File: config.mk
export PLATFORM = sky130hd
export DESIGN_NAME = oaht_ctrl
export DESIGN_NICKNAME = d
export VERILOG_FILES = /design/src/oaht_pkg.sv /design/src/oaht_ctrl.sv
export SDC_FILE = /design/constraint.sdc
export NUM_CORES = 1
export LEC_CHECK = 0
export BUFFER_PORTS_ARGS = -buffer_cell sky130_fd_sc_hd__buf_2
export CAP_MARGIN = 20
export CORE_ASPECT_RATIO = 1.25
export CORE_MARGIN = 5
export CORE_UTILIZATION = 46
export DETAILED_ROUTE_END_ITERATION = 6
export PLACE_DENSITY_LB_ADDON = 0.08
export SYNTH_ARGS = -nofsm -noshare
export SYNTH_HDL_FRONTEND = slang
export SYNTH_SLANG_ARGS = --single-unit
File: constraint.sdc
create_clock -name clk -period 3.68 [get_ports clk]
set_input_delay 0.552 -clock clk [delete_from_list [all_inputs] [get_ports clk]]
set_output_delay 0.552 -clock clk [all_outputs]
set_load 0.02 [all_outputs]
File: src/oaht_pkg.sv
`timescale 1ns / 1ps
// ----------------------------------------------------------------------------
// oaht_pkg
// shared types and codes of the open-addressing hash table
// ----------------------------------------------------------------------------
package oaht_pkg;

    localparam int KEY_W  = 32;
    localparam int DATA_W = 32;
    localparam int LOAD_W = 7;
    localparam logic [LOAD_W-1:0] LOAD_RESET = 7'd66;
    localparam int PROBE_MUL = 5;
    localparam int PERCENT = 100;

    typedef enum logic [1:0] {
        REQ_UPSERT = 2'd0,
        REQ_INSERT = 2'd1,
        REQ_LOOKUP = 2'd2,
        REQ_REMOVE = 2'd3
    } req_kind_t;

    typedef enum logic [2:0] {
        ST_INSERTED = 3'd0,
        ST_UPDATED  = 3'd1,
        ST_PRESENT  = 3'd2,
        ST_FOUND    = 3'd3,
        ST_NOTFOUND = 3'd4,
        ST_REMOVED  = 3'd5,
        ST_FULL     = 3'd6,
        ST_REFUSED  = 3'd7
    } status_t;

    typedef enum logic [1:0] {
        TAG_EMPTY   = 2'd0,
        TAG_LIVE    = 2'd1,
        TAG_DELETED = 2'd2
    } tag_t;

    typedef struct packed {
        logic [1:0]        req_type;
        logic [KEY_W-1:0]  key;
        logic [KEY_W-1:0]  key_hash;
        logic [DATA_W-1:0] data_in;
    } req_t;

    typedef struct packed {
        logic [2:0]        status;
        logic [DATA_W-1:0] data_out;
    } rsp_t;

    // controller to datapath
    typedef struct packed {
        logic load_req;
        logic step;
        logic write_slot;
        logic write_data;
        logic mark_deleted;
    } dp_cmd_t;

    // datapath to controller
    typedef struct packed {
        logic       key_zero;
        logic       over_load;
        logic       live_zero;
        logic       cap_reached;
        logic [1:0] tag;
        logic       match;
        logic [1:0] req_type;
    } dp_stat_t;

endpackage

File: src/oaht_ctrl.sv
`timescale 1ns / 1ps
// ----------------------------------------------------------------------------
// oaht_ctrl
// request sequencer for the hash table probe loop
// ----------------------------------------------------------------------------
module oaht_ctrl (
    input  logic                 clk,
    input  logic                 rst_n,
    input  logic                 in_valid,
    output logic                 in_stall,
    output logic                 out_valid,
    input  logic                 out_stall,
    input  oaht_pkg::dp_stat_t   stat,
    input  logic [oaht_pkg::DATA_W-1:0] slot_data,
    output oaht_pkg::dp_cmd_t    cmd,
    output oaht_pkg::rsp_t       rsp
);
    import oaht_pkg::*;

    typedef enum logic [4:0] {
        S_IDLE  = 5'b00001,
        S_CHECK = 5'b00010,
        S_STEP  = 5'b00100,
        S_READ  = 5'b01000,
        S_EVAL  = 5'b10000
    } state_t;

    state_t state_reg, state_next;
    logic   out_valid_reg, out_valid_next;
    rsp_t   rsp_reg, rsp_next;
    logic   done;
    logic [2:0] st;
    logic       give_data;

    assign in_stall  = (state_reg != S_IDLE) || out_valid_reg;
    assign out_valid = out_valid_reg;
    assign rsp       = rsp_reg;

    always_comb
    begin
        state_next = state_reg;
        cmd        = '0;
        done       = 1'b0;
        st         = ST_NOTFOUND;
        give_data  = 1'b0;
        unique case (state_reg)
            S_IDLE:
            begin
                if (in_valid && !in_stall)
                begin
                    cmd.load_req = 1'b1;
                    state_next   = S_CHECK;
                end
            end
            S_CHECK:
            begin
                if (stat.req_type == REQ_UPSERT || stat.req_type == REQ_INSERT)
                begin
                    if (stat.key_zero)
                    begin
                        done = 1'b1;
                        st   = ST_REFUSED;
                    end
                    else if (stat.over_load)
                    begin
                        done = 1'b1;
                        st   = ST_FULL;
                    end
                    else
                    begin
                        state_next = S_STEP;
                    end
                end
                else if (stat.req_type == REQ_REMOVE && stat.live_zero)
                begin
                    done = 1'b1;
                end
                else
                begin
                    state_next = S_STEP;
                end
            end
            S_STEP:
            begin
                if (stat.cap_reached)
                begin
                    done = 1'b1;
                    st   = (stat.req_type == REQ_UPSERT || stat.req_type == REQ_INSERT)
                         ? ST_FULL : ST_NOTFOUND;
                end
                else
                begin
                    cmd.step   = 1'b1;
                    state_next = S_READ;
                end
            end
            S_READ:
            begin
                state_next = S_EVAL;
            end
            S_EVAL:
            begin
                state_next = S_STEP;
                case (stat.req_type) inside
                    REQ_UPSERT, REQ_INSERT:
                    begin
                        if (stat.tag != TAG_LIVE)
                        begin
                            cmd.write_slot = 1'b1;
                            done = 1'b1;
                            st   = ST_INSERTED;
                        end
                        else if (stat.match)
                        begin
                            done = 1'b1;
                            if (stat.req_type == REQ_UPSERT)
                            begin
                                cmd.write_data = 1'b1;
                                st = ST_UPDATED;
                            end
                            else
                            begin
                                st = ST_PRESENT;
                            end
                        end
                    end
                    REQ_LOOKUP:
                    begin
                        if (stat.tag == TAG_EMPTY)
                        begin
                            done = 1'b1;
                        end
                        else if (stat.tag == TAG_LIVE && stat.match)
                        begin
                            done = 1'b1;
                            st   = ST_FOUND;
                            give_data = 1'b1;
                        end
                    end
                    default:
                    begin
                        if (stat.tag == TAG_EMPTY)
                        begin
                            done = 1'b1;
                        end
                        else if (stat.match)
                        begin
                            done = 1'b1;
                            if (stat.tag == TAG_LIVE)
                            begin
                                cmd.mark_deleted = 1'b1;
                                st = ST_REMOVED;
                            end
                        end
                    end
                endcase
            end
            default:
            begin
                state_next = S_IDLE;
            end
        endcase
        if (done)
        begin
            state_next = S_IDLE;
        end
    end

    always_comb
    begin
        out_valid_next = out_valid_reg && out_stall;
        rsp_next       = rsp_reg;
        if (done)
        begin
            out_valid_next    = 1'b1;
            rsp_next.status   = st;
            rsp_next.data_out = give_data ? slot_data : '0;
        end
    end

    always_ff @(posedge clk or negedge rst_n)
    begin
        if (!rst_n)
        begin
            state_reg     <= S_IDLE;
            out_valid_reg <= 1'b0;
        end
        else
        begin
            state_reg     <= state_next;
            out_valid_reg <= out_valid_next;
        end
    end

    always_ff @(posedge clk)
    begin
        rsp_reg <= rsp_next;
    end

endmodule

==> qor.txt <==
Outcome: completed
Slowest-stage cell, CP: o311ai_4
Max FFs per register: 35
First DRT Iteration DRCs: 20
Cts repair resizes: 0
Die ar.: 0.00531 sq mm
All-Layer GR Usage: 0.150
Antenna-violating nets left: 0
Worst Setup Start Kind: flip-flop
Largest net degree at the start of global routing: 34
Final slew viol count: 0
Worst-Skew Late Latency: 0.29 ns
Syn Inst Count: 125
Psw: 351 uW
Post-synth EDFFs: 35
Starting Density: 0.476
Worst VDD drop: 0.000398 V
Largest family of logic cells by synthesized area: simple AND/OR/NAND/NOR gates
Util after Layout: 0.624
Power Density: 484 mW/mm^2
Placeable Area: 0.00382 sq mm
Synthesized cell area: 0.00182 sq mm
Number of global-route vias before repair: 1303
CP Cell Sequence: nor4_4 > nand2_1 > o311ai_4 > buf_4
Post-DP HPWL: 2840 um
Storage cell area: 0.00120 sq mm
Worst Path Arrival: 2.33 ns
Clock power frac: 0.244
Finish-stage setup viols: 0
Critical path capture point type: flip-flop
Post-Synth Simple-Gate Area: 0.244
Setup WS post-layout: 1.29 ns
Share of cells above drive strength 1: 0.612
Htree depth: 2
Net switching fraction of the power: 0.304
Vias/cell: 4.77
P_int: 802 uW
Multi-input gate area: 573 sq um
Per-cell routed wire length: 14.1 um
Fin crit share: 0.648
Root Buffer: clkbuf_8
Seq pwr share: 0.523
Total CTS buffers: 5
Site Rows: 25
# Max-Cap Violations: 0
First-pass GRT wire length: 6040 um
Post-route DRC: 0
Drt first pass iters: 4
N_diodes: 0
Synth Flop Type: edfxtp_1
Worst hold path type: input port to async pin
CTS tree: yes
Setup TNS: 0 ns
Slew HR: 0.365
Yosys Warn Count: 0
Critical Path Fanout Max: 31
Seq/Total Area, Yosys: 0.662
Tmin final: 2.39 ns
Fraction of synthesized area in multiplexers: 0
RSZ-0062 raised after global routing: no
Fill cell count: 344
Nets: 258
Via count: 1278
Post-Synth XOR/XNOR Area: 0.00482
Post-synth net total: 170
Synth cell types: 35
Max stage delay on crit path: 0.49 ns
Combinational Power Share: 0.233
Die Y: 80.3 um
GP Congestion: 0.922
Place WS: 1.29 ns
Ports: 87
#FFs+latches synth: 41
Buf+Inv Stages, Crit Path: 1
Postcts setup bufs: 0
Number of port buffers: 86
Clk buf depth: 2
Final hold violation count: 0
Syn_area_per_cell: 14.5 sq um
Total Wirelength: 3780 um
Max Clock Freq: 419 MHz
CP delay by family, top: simple AND/OR/NAND/NOR gates
Area Growth Syn to Fin: 31.1%
Leakage: 1.04 nW
Slew @ Worst Pin: 0.951 ns
Async SR Flop Fraction: 0.146
Required time of the critical path: 3.63 ns
Clk sinks: 41
Post-synthesis compound-gate area fraction: 0.0606
Clock transition at the registers of the reported paths: 0.08 ns
Initial antenna violation count: 0
GRT Residual Overflow: 0
Crit Path Category: flip-flop to flip-flop
Number of buffers inserted by hold repair at cts: 0
Synth Area in Adders: 0
Die X-Extent: 66.2 um
Final Skew: 0.00313 ns
-- Yosys cell counts, types with 2 or more instances --
| cell | number | area, sq um |
|---|---|---|
| o2111ai_1 | 3 | 26.3 |
| and2_1 | 7 | 43.8 |
| inv_1 | 4 | 15.0 |
| nor3_1 | 3 | 15.0 |
| o21ai_0 | 2 | 10.0 |
| clkbuf_2 | 4 | 20.0 |
| nand2_1 | 4 | 15.0 |
| and2_2 | 25 | 188 |
| nor4bb_1 | 2 | 20.0 |
| and2b_2 | 2 | 17.5 |
| edfxtp_1 | 35 | 1050 |
| dfrtp_1 | 5 | 125 |
| nor2_1 | 4 | 15.0 |
| and3b_1 | 2 | 17.5 |
| a21oi_1 | 3 | 15.0 |
-- metrics by stage --
step           hold WS (ns)  std cells  total power, mW  instance area (sq um)
3_3_place_gp          0.377        260            0.875                   2300
6_report             0.0717        268             1.15                   2380
2_1_floorplan         0.256        125            0.796                   1820
5_1_grt              0.0676        268             1.22                   2380
4_1_cts              0.0691        268             1.16                   2380
3_5_place_dp          0.382        260            0.882                   2300
-- cell usage in the layout, fill, tap and decap left out --
cell | synthesis | final
nand2b_1 | 1 | 1
o2111ai_1 | 3 | 3
and2_2 | 25 | 25
o32ai_1 | 1 | 1
and2_1 | 7 | 7
or3_2 | 1 | 1
and4b_2 | 1 | 1
nor2b_1 | 1 | 1
nor4_4 | 1 | 1
nor2_1 | 4 | 4
clkbuf_8 | 0 | 5
nor4bb_1 | 2 | 2
edfxtp_1 | 35 | 35
o21ba_2 | 1 | 1
nand3_1 | 1 | 1
clkinvlp_4 | 0 | 1
buf_4 | 0 | 1
a31o_2 | 1 | 1
inv_1 | 4 | 4
a21o_1 | 1 | 1
nand2_1 | 4 | 4
xor2_1 | 1 | 1
o311ai_4 | 0 | 1
and2b_2 | 2 | 2
nor3b_4 | 1 | 1
clkinv_2 | 0 | 2
dfstp_2 | 1 | 1
and3b_1 | 2 | 2
o211ai_1 | 1 | 1
dfrtp_1 | 5 | 5
and3_1 | 1 | 1
nand4_4 | 1 | 1
a21oi_1 | 3 | 3
nand4b_1 | 1 | 1
buf_2 | 1 | 86
o21ai_0 | 2 | 2
nor3_1 | 3 | 3
-- cell type report --
class / instances / share of cell area
well taps: 54 / 0.0284
multi-input cells: 74 / 0.241
clock buffers: 5 / 0.0289
inverters: 4 / 0.00630
clock inverters: 3 / 0.00735
flip-flops and latches: 41 / 0.505
repair buffers: 87 / 0.184
-- routing by layer --
layer	track usage	share of wire	up-vias	wire length [um]
li1	-	-	628	-
met1	0.159	0.36	588	1370
met2	0.265	0.52	55	1960
met3	0.0531	0.097	7	365
met4	0.0650	0.021	0	78
met5	0	0	-	0
-- cell families (layout without fill, tap and decap cells) --
| logic type | count (synthesis) | after routing |
|---|---|---|
| and+or+nand+nor | 59 | 59 |
| DFF | 41 | 41 |
| AOI/OAI and AO/OA | 14 | 14 |
| buffers and inverters | 10 | 99 |
| xor gates and xnor gates | 1 | 1 |
-- power by group through the flow --
| stage | combinational [mW] | clock, mW | sequential, mW |
|---|---|---|---|
| floorplan | 0.147 | 0 | 0.649 |
| global placement | 0.266 | 0 | 0.609 |
| detailed placement | 0.270 | 0 | 0.612 |
| CTS | 0.271 | 0.289 | 0.603 |
| global route | 0.293 | 0.314 | 0.610 |
| finish | 0.269 | 0.281 | 0.603 |
-- path summary, 6_finish.rpt --
check | startpoint | endpoint | slack, ns | cells past startpoint
hold reg to reg | out_valid | out_valid | 0.51 | 1
min in group clk | stat[5] | state_reg[3] | 0.45 | 2
setup / recovery | state_reg[1] | rsp[32] | 1.29 | 4
setup reg to reg | state_reg[1] | rsp[32] | 1.29 | 4
max in group asynchronous | rst_n | state_reg[0] | 3.39 | 1
hold / removal | rst_n | out_valid | 0.07 | 1
Note: power is estimated with default switching activity, not from simulation.
